$ cat src/dsc_pkg.sv
// Shared types and constants of the dual stepper step controller.
// Depends on nothing; every other file but dsc_stream_if imports it.
package dsc_pkg;

  localparam int unsigned NUM_SWITCHES = 4;
  localparam int unsigned CFG_IDX_W    = 2;
  localparam int unsigned CFG_DATA_W   = 20;

  // Configuration register indexes.
  localparam logic [CFG_IDX_W-1:0] CFG_DEBOUNCE_TICKS = 2'd0;
  localparam logic [CFG_IDX_W-1:0] CFG_PERIOD_AT_ZERO = 2'd1;
  localparam logic [CFG_IDX_W-1:0] CFG_PERIOD_AT_FULL = 2'd2;

  localparam logic [19:0] DEBOUNCE_TICKS_RST = 20'd50000;
  localparam logic [15:0] PERIOD_AT_ZERO_RST = 16'd2000;
  localparam logic [15:0] PERIOD_AT_FULL_RST = 16'd260;
  localparam logic [15:0] STEP_PERIOD_RST    = 16'd260;

  localparam logic [6:0]  LEVEL_MAX = 7'd100;
  localparam logic [20:0] COUNT_MAX = 21'h1F_FFFF;
  localparam logic [15:0] SINCE_MAX = 16'hFFFF;

  // floor(x / 100) == (x * RECIP_100) >> RECIP_SHIFT for x below 2^23.
  localparam logic [23:0] RECIP_100   = 24'd10737419;
  localparam int unsigned RECIP_SHIFT = 30;

  typedef enum logic [2:0] {
    REQ_NONE      = 3'd0,
    REQ_SET_SPEED = 3'd1,
    REQ_START_FWD = 3'd2,
    REQ_START_REV = 3'd3,
    REQ_STOP      = 3'd4,
    REQ_STOP_ALL  = 3'd5
  } req_e;

  typedef struct packed {
    logic       start_sw_one;
    logic       start_sw_two;
    logic       rev_sw_one;
    logic       rev_sw_two;
    logic [2:0] req_type;
    logic       motor_sel;
    logic [6:0] speed_level;
  } in_word_t;

  typedef struct packed {
    logic step_strobe_one;
    logic step_strobe_two;
    logic enable_n_one;
    logic enable_n_two;
    logic dir_one;
    logic dir_two;
    logic cmd_error;
  } out_word_t;

  // Settled edge of one switch.
  typedef struct packed {
    logic press;
    logic release_sw;
  } switch_evt_t;

  // Decoded command for one motor.
  typedef struct packed {
    logic        stop_all;
    logic        set_speed;
    logic        start;
    logic        start_fwd;
    logic        stop;
    logic [15:0] period;
  } motor_cmd_t;

  // Motor state after the tick.
  typedef struct packed {
    logic strobe;
    logic run;
    logic dir;
  } motor_out_t;

endpackage

$ cat src/dsc_stream_if.sv
// Valid/ready word channel used for the input and result streams.
// Payload type is a parameter; types come from dsc_pkg.
interface dsc_stream_if #(
  parameter type word_t = logic
);
  logic  valid;
  logic  ready;
  word_t data;

  modport source (output valid, output data, input ready);
  modport sink   (input valid, input data, output ready);
endinterface

$ cat src/dsc_debounce.sv
// Debounce counter and settled level of one active-low switch.
// Depends on dsc_pkg.
module dsc_debounce
  import dsc_pkg::*;
(
  input  logic        clk_i,
  input  logic        rst_ni,
  input  logic        en_i,
  input  logic        raw_i,
  input  logic [19:0] ticks_i,
  output switch_evt_t evt_o
);

  logic        prev_q, prev_d;
  logic        settled_q, settled_d;
  logic [20:0] count_q, count_d;
  logic        accept;

  always_comb begin
    if (raw_i != prev_q) begin
      count_d = '0;
    end else if (count_q < COUNT_MAX) begin
      count_d = count_q + 21'd1;
    end else begin
      count_d = count_q;
    end
    prev_d           = raw_i;
    accept           = (count_d > {1'b0, ticks_i}) && (raw_i != settled_q);
    settled_d        = accept ? raw_i : settled_q;
    evt_o.press      = accept && !raw_i;
    evt_o.release_sw = accept && raw_i;
  end

  always_ff @(posedge clk_i or negedge rst_ni) begin
    if (!rst_ni) begin
      prev_q    <= 1'b1;
      settled_q <= 1'b1;
      count_q   <= '0;
    end else if (en_i) begin
      prev_q    <= prev_d;
      settled_q <= settled_d;
      count_q   <= count_d;
    end
  end

endmodule

$ cat src/dsc_map.sv
// Two-stage map of speed level to step period: level*|diff|, then /100.
// Depends on dsc_pkg.
module dsc_map
  import dsc_pkg::*;
(
  input  logic        clk_i,
  input  logic        en_b_i,
  input  logic        en_c_i,
  input  logic [6:0]  level_i,
  input  logic [15:0] p0_i,
  input  logic [15:0] pfull_i,
  output logic [15:0] period_o
);

  logic        neg;
  logic [15:0] diff_abs;
  logic [22:0] prod_d, prod_q;
  logic        neg_b_q, neg_c_q;
  logic [46:0] recip_prod;
  logic [15:0] quot_d, quot_q;

  assign neg      = pfull_i < p0_i;
  assign diff_abs = neg ? (p0_i - pfull_i) : (pfull_i - p0_i);
  assign prod_d   = 23'(level_i) * 23'(diff_abs);

  assign recip_prod = 47'(prod_q) * 47'(RECIP_100);
  // Quotient never exceeds 65535 for levels up to 100, the only ones whose period is used.
  assign quot_d     = recip_prod[RECIP_SHIFT+15:RECIP_SHIFT];

  always_ff @(posedge clk_i) begin
    if (en_b_i) begin
      prod_q  <= prod_d;
      neg_b_q <= neg;
    end
    if (en_c_i) begin
      quot_q  <= quot_d;
      neg_c_q <= neg_b_q;
    end
  end

  // Truncation toward zero: subtract the magnitude when the slope is negative.
  assign period_o = neg_c_q ? (p0_i - quot_q) : (p0_i + quot_q);

endmodule

$ cat src/dsc_motor.sv
// Run, direction, period and step timer of one motor.
// Depends on dsc_pkg.
module dsc_motor
  import dsc_pkg::*;
(
  input  logic        clk_i,
  input  logic        rst_ni,
  input  logic        en_i,
  input  switch_evt_t start_evt_i,
  input  switch_evt_t rev_evt_i,
  input  motor_cmd_t  cmd_i,
  output motor_out_t  out_o
);

  logic        run_q, run_d;
  logic        dir_q, dir_d;
  logic [15:0] period_q, period_d;
  logic [15:0] since_q, since_d;
  logic [15:0] elapsed;
  logic        strobe;

  always_comb begin
    run_d    = run_q;
    dir_d    = dir_q;
    period_d = period_q;

    // Start switch, then reverse switch.
    if (start_evt_i.press && !run_d) begin
      run_d = 1'b1;
      dir_d = 1'b1;
    end else if (start_evt_i.release_sw) begin
      run_d = 1'b0;
    end
    if (rev_evt_i.press && !run_d) begin
      run_d = 1'b1;
      dir_d = 1'b0;
    end else if (rev_evt_i.release_sw) begin
      run_d = 1'b0;
    end

    // Command.
    if (cmd_i.stop_all) begin
      run_d = 1'b0;
    end else if (cmd_i.set_speed) begin
      period_d = cmd_i.period;
      if (!run_d) begin
        run_d = 1'b1;
        dir_d = 1'b1;
      end
    end else if (cmd_i.start) begin
      run_d    = 1'b1;
      dir_d    = cmd_i.start_fwd;
      period_d = cmd_i.period;
    end else if (cmd_i.stop) begin
      run_d = 1'b0;
      dir_d = 1'b1;
    end

    // Step timing; the count runs on while stopped.
    elapsed = (since_q == SINCE_MAX) ? SINCE_MAX : since_q + 16'd1;
    strobe  = run_d && (elapsed >= period_d);
    since_d = strobe ? '0 : elapsed;

    out_o.strobe = strobe;
    out_o.run    = run_d;
    out_o.dir    = dir_d;
  end

  always_ff @(posedge clk_i or negedge rst_ni) begin
    if (!rst_ni) begin
      run_q    <= 1'b0;
      dir_q    <= 1'b1;
      period_q <= STEP_PERIOD_RST;
      since_q  <= '0;
    end else if (en_i) begin
      run_q    <= run_d;
      dir_q    <= dir_d;
      period_q <= period_d;
      since_q  <= since_d;
    end
  end

endmodule

$ cat src/dual_stepper_step_controller.sv
// Dual stepper step controller: four-stage pipeline, input register A, map stage B,
// commit stage C, result register; depth set by the two map multiplies, one per stage.
// One word per cycle while the result side is ready.
// Reset (async, active low) clears the pipeline, stops both motors, sets them
// forward at period 260, releases all switches and loads the register defaults.
// Depends on dsc_pkg, dsc_stream_if, dsc_debounce, dsc_map, dsc_motor.
module dual_stepper_step_controller
  import dsc_pkg::*;
#(
  parameter int unsigned NUM_MOTORS = 2
) (
  input  logic                  clk_i,
  input  logic                  rst_ni,
  input  logic                  cfg_we_i,
  input  logic [CFG_IDX_W-1:0]  cfg_idx_i,
  input  logic [CFG_DATA_W-1:0] cfg_data_i,
  dsc_stream_if.sink            in_i,
  dsc_stream_if.source          out_o
);

  // ---------------------------------------------------------------------------
  // Configuration registers, written only while the pipeline is empty (user rule).
  // ---------------------------------------------------------------------------
  logic [19:0] debounce_ticks_q;
  logic [15:0] period_at_zero_q;
  logic [15:0] period_at_full_q;

  always_ff @(posedge clk_i or negedge rst_ni) begin
    if (!rst_ni) begin
      debounce_ticks_q <= DEBOUNCE_TICKS_RST;
      period_at_zero_q <= PERIOD_AT_ZERO_RST;
      period_at_full_q <= PERIOD_AT_FULL_RST;
    end else if (cfg_we_i) begin
      case (cfg_idx_i)
        CFG_DEBOUNCE_TICKS: debounce_ticks_q <= cfg_data_i;
        CFG_PERIOD_AT_ZERO: period_at_zero_q <= cfg_data_i[15:0];
        CFG_PERIOD_AT_FULL: period_at_full_q <= cfg_data_i[15:0];
        default: ; // index beyond the register list: dropped
      endcase
    end
  end

  // ---------------------------------------------------------------------------
  // Pipeline control. Each stage loads when it is empty or the next one moves,
  // so bubbles collapse and a stalled result only backs up as far as needed.
  // ---------------------------------------------------------------------------
  logic va_q, vb_q, vc_q, vo_q;
  logic en_a, en_b, en_c, en_o;
  logic commit;

  assign en_o   = !vo_q || out_o.ready;
  assign en_c   = !vc_q || en_o;
  assign en_b   = !vb_q || en_c;
  assign en_a   = !va_q || en_b;
  assign commit = vc_q && en_o;  // stage C word updates state and leaves

  assign in_i.ready = en_a;

  always_ff @(posedge clk_i or negedge rst_ni) begin
    if (!rst_ni) begin
      va_q <= 1'b0;
      vb_q <= 1'b0;
      vc_q <= 1'b0;
      vo_q <= 1'b0;
    end else begin
      if (en_a) va_q <= in_i.valid;
      if (en_b) vb_q <= va_q;
      if (en_c) vc_q <= vb_q;
      if (en_o) vo_q <= vc_q;
    end
  end

  in_word_t a_q, b_q, c_q;

  always_ff @(posedge clk_i) begin
    if (en_a) a_q <= in_i.data;
    if (en_b) b_q <= a_q;
    if (en_c) c_q <= b_q;
  end

  // ---------------------------------------------------------------------------
  // Speed level to period map, aligned with stage C.
  // ---------------------------------------------------------------------------
  logic [15:0] map_period;

  dsc_map u_map (
    .clk_i    (clk_i),
    .en_b_i   (en_b),
    .en_c_i   (en_c),
    .level_i  (a_q.speed_level),
    .p0_i     (period_at_zero_q),
    .pfull_i  (period_at_full_q),
    .period_o (map_period)
  );

  // ---------------------------------------------------------------------------
  // Switch debounce: index 0/1 start switches, 2/3 reverse switches.
  // ---------------------------------------------------------------------------
  logic [NUM_SWITCHES-1:0] raw_sw;
  switch_evt_t             sw_evt [NUM_SWITCHES];

  assign raw_sw = {c_q.rev_sw_two, c_q.rev_sw_one, c_q.start_sw_two, c_q.start_sw_one};

  for (genvar s = 0; s < NUM_SWITCHES; s++) begin : g_sw
    dsc_debounce u_deb (
      .clk_i   (clk_i),
      .rst_ni  (rst_ni),
      .en_i    (commit),
      .raw_i   (raw_sw[s]),
      .ticks_i (debounce_ticks_q),
      .evt_o   (sw_evt[s])
    );
  end

  // ---------------------------------------------------------------------------
  // Command decode and motor lanes.
  // ---------------------------------------------------------------------------
  req_e req;
  logic level_ok;
  logic sel_valid;
  logic cmd_err;

  assign req       = req_e'(c_q.req_type);
  assign level_ok  = c_q.speed_level <= LEVEL_MAX;
  assign sel_valid = int'(c_q.motor_sel) < NUM_MOTORS;
  assign cmd_err   = (req == REQ_SET_SPEED) && !level_ok && sel_valid;

  motor_out_t mo [NUM_MOTORS];

  for (genvar m = 0; m < NUM_MOTORS; m++) begin : g_motor
    motor_cmd_t  cmd;
    switch_evt_t start_evt, rev_evt;
    logic        hit;

    assign hit = int'(c_q.motor_sel) == m;

    always_comb begin
      cmd.stop_all  = req == REQ_STOP_ALL;
      cmd.set_speed = (req == REQ_SET_SPEED) && hit && level_ok;
      cmd.start     = ((req == REQ_START_FWD) || (req == REQ_START_REV)) && hit;
      cmd.start_fwd = req == REQ_START_FWD;
      cmd.stop      = (req == REQ_STOP) && hit;
      cmd.period    = cmd.set_speed ? map_period : period_at_full_q;
    end

    // Only the first two motors have switches.
    if (m < 2) begin : g_wired
      assign start_evt = sw_evt[m];
      assign rev_evt   = sw_evt[m+2];
    end else begin : g_unwired
      assign start_evt = '0;
      assign rev_evt   = '0;
    end

    dsc_motor u_motor (
      .clk_i       (clk_i),
      .rst_ni      (rst_ni),
      .en_i        (commit),
      .start_evt_i (start_evt),
      .rev_evt_i   (rev_evt),
      .cmd_i       (cmd),
      .out_o       (mo[m])
    );
  end

  // Motor two pins idle (no strobe, disabled, forward) when there is no lane.
  motor_out_t mo_two;

  if (NUM_MOTORS > 1) begin : g_two
    assign mo_two = mo[1];
  end else begin : g_no_two
    assign mo_two = '{strobe: 1'b0, run: 1'b0, dir: 1'b1};
  end

  // ---------------------------------------------------------------------------
  // Result register.
  // ---------------------------------------------------------------------------
  out_word_t o_d, o_q;

  always_comb begin
    o_d.step_strobe_one = mo[0].strobe;
    o_d.step_strobe_two = mo_two.strobe;
    o_d.enable_n_one    = !mo[0].run;
    o_d.enable_n_two    = !mo_two.run;
    o_d.dir_one         = mo[0].dir;
    o_d.dir_two         = mo_two.dir;
    o_d.cmd_error       = cmd_err;
  end

  always_ff @(posedge clk_i) begin
    if (commit) o_q <= o_d;
  end

  assign out_o.valid = vo_q;
  assign out_o.data  = o_q;

  // ---------------------------------------------------------------------------
  // Assertions.
  // ---------------------------------------------------------------------------
  a_ready_low_only_when_full: assert property (
    @(posedge clk_i) disable iff (!rst_ni) !in_i.ready |-> va_q
  ) else $error("input stalled with stage A empty");

  a_commit_fills_result: assert property (
    @(posedge clk_i) disable iff (!rst_ni) commit |=> vo_q
  ) else $error("committed word did not reach the result register");

  a_strobe_one_runs: assert property (
    @(posedge clk_i) disable iff (!rst_ni)
      out_o.valid && out_o.data.step_strobe_one |-> !out_o.data.enable_n_one
  ) else $error("step strobe on motor one while disabled");

  a_strobe_two_runs: assert property (
    @(posedge clk_i) disable iff (!rst_ni)
      out_o.valid && out_o.data.step_strobe_two |-> !out_o.data.enable_n_two
  ) else $error("step strobe on motor two while disabled");

endmodule

$ cat src/flat_wrapper.sv
// flat-port wrapper written by rule: the top's interface ports become plain ports
module dual_stepper_step_controller_flat import dsc_pkg::*;
#(
  parameter int unsigned NUM_MOTORS = 2
)
  (clk_i, rst_ni, cfg_we_i, cfg_idx_i, cfg_data_i, in_i_valid, in_i_data, in_i_ready, out_o_valid, out_o_data, out_o_ready);
  dsc_stream_if #(.word_t(in_word_t)) in_i_i ();
  dsc_stream_if #(.word_t(out_word_t)) out_o_i ();
  input  logic clk_i;
  input  logic rst_ni;
  input  logic cfg_we_i;
  input  logic [CFG_IDX_W-1:0] cfg_idx_i;
  input  logic [CFG_DATA_W-1:0] cfg_data_i;
  input wire logic [$bits(in_i_i.valid)-1:0] in_i_valid;
  input wire logic [$bits(in_i_i.data)-1:0] in_i_data;
  output wire logic [$bits(in_i_i.ready)-1:0] in_i_ready;
  output wire logic [$bits(out_o_i.valid)-1:0] out_o_valid;
  output wire logic [$bits(out_o_i.data)-1:0] out_o_data;
  input wire logic [$bits(out_o_i.ready)-1:0] out_o_ready;
  assign in_i_i.valid = in_i_valid;
  assign in_i_i.data = in_i_data;
  assign in_i_ready = in_i_i.ready;
  assign out_o_valid = out_o_i.valid;
  assign out_o_data = out_o_i.data;
  assign out_o_i.ready = out_o_ready;
  dual_stepper_step_controller #(.NUM_MOTORS(NUM_MOTORS)) u_core (.clk_i(clk_i), .rst_ni(rst_ni), .cfg_we_i(cfg_we_i), .cfg_idx_i(cfg_idx_i), .cfg_data_i(cfg_data_i), .in_i(in_i_i), .out_o(out_o_i));
endmodule
$ cat config.mk
export PLATFORM = sky130hd
export DESIGN_NAME = dual_stepper_step_controller_flat
export DESIGN_NICKNAME = d
export VERILOG_FILES = /design/src/dsc_pkg.sv /design/src/dsc_stream_if.sv /design/src/dsc_debounce.sv /design/src/dsc_map.sv /design/src/dsc_motor.sv /design/src/dual_stepper_step_controller.sv /design/src/flat_wrapper.sv
export SDC_FILE = /design/constraint.sdc
export NUM_CORES = 2
export LEC_CHECK = 0
export BUFFER_PORTS_ARGS = -buffer_cell sky130_fd_sc_hd__buf_2
export CAP_MARGIN = 10
export CORE_MARGIN = 10
export CORE_UTILIZATION = 50
export DETAILED_ROUTE_END_ITERATION = 10
export PLACE_DENSITY_LB_ADDON = 0.1
export SYNTH_ARGS = -nofsm -noshare
export SYNTH_HDL_FRONTEND = slang
export SYNTH_HIERARCHICAL = 1
export SYNTH_SLANG_ARGS = --single-unit
$ cat constraint.sdc
create_clock -name clk_i -period 6.9 [get_ports clk_i]
set_input_delay 0.345 -clock clk_i [delete_from_list [all_inputs] [get_ports clk_i]]
set_output_delay 0.345 -clock clk_i [all_outputs]
set_load 0.02 [all_outputs]
==> impl_metrics.json <==
{
  "outcome": "completed",
  "layout.nets": 4564,
  "rows": 95,
  "cts_tree": "built",
  "fin_cells": 4718,
  "worst_pin_slew_ns": 1.21,
  "nFillCells": 5905,
  "cpMaxStageDelayCell": "fa_1",
  "crit_type": "flip-flop to flip-flop",
  "synth-simple-area-share_pct": 13.1,
  "final_core_utilization_pct": 57.8,
  "yosys_warnings": 6,
  "port_buffers": 50,
  "grt_pass1_wl_um": 155000,
  "synth_top_family_by_area": "adder cells",
  "gp_congestion": 0.924,
  "htreeDepth": 2,
  "gr-total-overflow": 0,
  "path_delay_family": "adder cells",
  "fp.dieH_um": 282,
  "drc": 0,
  "path_clk_slew_ns": 0.05,
  "post-place-ws_ns": -0.338,
  "hold_viol_final": 0,
  "synth-adder-area-share_pct": 31.8,
  "synthArstFlopShare_pct": 69.9,
  "ys_seq_area_share_pct": 24.1,
  "regArea_mm2": 0.00823,
  "cts_buffer_depth": 3,
  "synth-edff-count": 93,
  "setup_tns_ns": 0,
  "syn_area_per_cell_um2": 9.48,
  "drive_gt1_share_pct": 18.0,
  "slowest_delay_ns": 0.55,
  "setup_viol": 0,
  "drt_iter0_drc": 1538,
  "cp-start-kind": "flip-flop",
  "via_per_inst": 5.66,
  "vias": 26700,
  "synthTopCellsByArea": "ha_1 (16%), fa_1 (16%), dfrtp_1 (14%)",
  "antenna_found_initial": 2,
  "maxCapViolations": 0,
  "tritoncts.num_buffers": 41,
  "hold_class": "primary input to flip-flop",
  "skew_ns": 0.0225,
  "synth_compound_area_share_pct": 12.9,
  "maxSlewViolCount": 0,
  "die_w_um": 282,
  "core_area_mm2": 0.0675,
  "min_period_over_period_pct": 98.9,
  "syn_inst": 3609,
  "period_minus_slack_ns": 6.82,
  "fmax_ghz": 0.147,
  "layout_common_cells": "inv_1 (570), ha_1 (419), fa_1 (254)",
  "synth_xor_area_share_pct": 4.04,
  "relSlewSlack_pct": 19.4,
  "required_ns": 7.34,
  "track_usage_pct": 24.9,
  "worstPathMaxFanout": 6,
  "ys_types": 97,
  "crit_buf_inv": 8,
  "start_util_pct": 50.7,
  "ios": 51,
  "dp_cells": 4578,
  "drt_wl_total_um": 97900,
  "cts_sinks": 309,
  "synth_nets": 4360,
  "wire_per_inst_um": 20.7,
  "synthMuxAreaShare_pct": 5.83,
  "hpwl_um": 77700,
  "final_common_cell": "inv_1",
  "clk_latency_ns": 0.58,
  "multi_input_area_mm2": 0.0240,
  "area_growth_pct": 14.1,
  "critPathArrivalTime_ns": 7.26,
  "synth_top_area_cell": "ha_1",
  "root_buffer": "clkbuf_16",
  "rsz0062_at_grt": "true",
  "syn_area_mm2": 0.0342,
  "drt_pass1_iterations": 7,
  "grt_pass1_vias": 27700,
  "ys_ff_latch": 309,
  "synth_top_cell_area_share_pct": 16.1,
  "grt_max_degree": 142,
  "drtAntennaViolNets": 0,
  "die_area_mm2": 0.0793,
  "antennaDiodeCount": 0,
  "ys.flop_type": "dfrtp_1",
  "fin_ws_ns": 0.0773,
  "endpoint_kind": "flip-flop"
}
==> cells in the mapped netlist, types with 9 or more instances <==
library cell  count
mux2_2           99
and4_1           27
ha_1            441
nor2b_1          15
a31oi_1          46
inv_1           590
a211oi_1         31
fa_1            268
and3_1           29
a21o_1           45
nor3b_1           9
nor3_1           58
mux2i_1          58
a22o_1           24
nand4_1          58
mux2_4           19
nor4_1            9
o31ai_1          40
xnor2_1         105
o21a_1           20
nand2_1         176
dfrtp_1         188
buf_4            14
nand2b_1         33
o21bai_1          9
nand3_1          87
clkbuf_1         88
buf_2            23
xor2_1           53
a21oi_1         199
and2_1           58
edfxtp_1         93
a311o_1          10
or3_1            17
dfstp_2          28
o21ai_0         132
nor2_1          250
==> sequential cells by signal, summed over array words and instances, names as in the netlist, 7 cells and up <==
name,count
u_core/b_q,15
u_core/out_o.data,7
u_core/a_q,15
u_core/period_at_zero_q,16
u_core/g_motor.u_motor/since_q,32
u_core/period_at_full_q,16
u_core/g_motor.u_motor/period_q,32
u_core/debounce_ticks_q,20
u_core/u_map/quot_q,16
u_core/u_map/prod_q,23
u_core/g_sw.u_deb/count_q,84
u_core/c_q,11
==> routing by layer <==
layer / up-vias / routed length [µm] / track usage (%)
li1: 12800 / - / -
met1: 13100 / 41700 / 31.2
met2: 612 / 47400 / 42.6
met3: 184 / 3970 / 3.13
met4: 4 / 4840 / 11.1
met5: - / 22 / 0
==> final timing paths <==
| check | startpoint | end | slack (ns) | depth (start not counted) |
|---|---|---|---|---|
| max | u_core/period_at_full_q[0] | u_core/u_map/prod_q[22] | 0.08 | 30 |
| min | in_i_data[11] | u_core/a_q[11] | 0.05 | 1 |
| max reg2reg | u_core/period_at_full_q[0] | u_core/u_map/prod_q[22] | 0.08 | 30 |
| min reg2reg | u_core/b_q[6] | u_core/c_q[6] | 0.42 | 0 |
| max in group asynchronous | rst_ni | u_core/g_sw[1].u_deb/count_q[20] | 4.93 | 3 |
| min in group asynchronous | rst_ni | u_core/g_sw[3].u_deb/count_q[10] | 0.39 | 2 |
==> per-stage QoR <==
| stage | hold WS [ns] | cell area (µm²) |
|---|---|---|
| finish | 0.0524 | 39000 |
| global route | 0.00933 | 39000 |
| CTS | 0.00164 | 38400 |
| detailed placement | 0.405 | 36400 |
| global placement | 0.404 | 36400 |
| floorplan | 0.0494 | 34300 |
==> logic make-up after synthesis <==
logic type,Yosys count
mux,177
simple gates,872
xor+xnor,158
compound gates,660
buf+inv,724
fa+ha+maj,709
flops,309
==> what timing repair did <==
action,4_1_cts,5_1_grt
endpoints found under the hold margin,106,0
endpoints found under the setup margin,14,21
hold buffers,20,0
pin swaps,60,110
cloned,1,0
resized for setup,51,135
buffers inserted,28,21
==> layout make-up <==
class / count / share of cell area (%)
Inverter: 590 / 5.67
Multi-Input combinational cell: 2577 / 61.4
Tap cell: 873 / 2.80
Clock inverter: 19 / 0.394
Timing Repair Buffer: 294 / 5.73
Sequential cell: 309 / 21.1
Clock buffer: 56 / 2.91
Power is not shown: default switching activity piles up to over one toggle a cycle in this logic, so the estimate is an artifact.
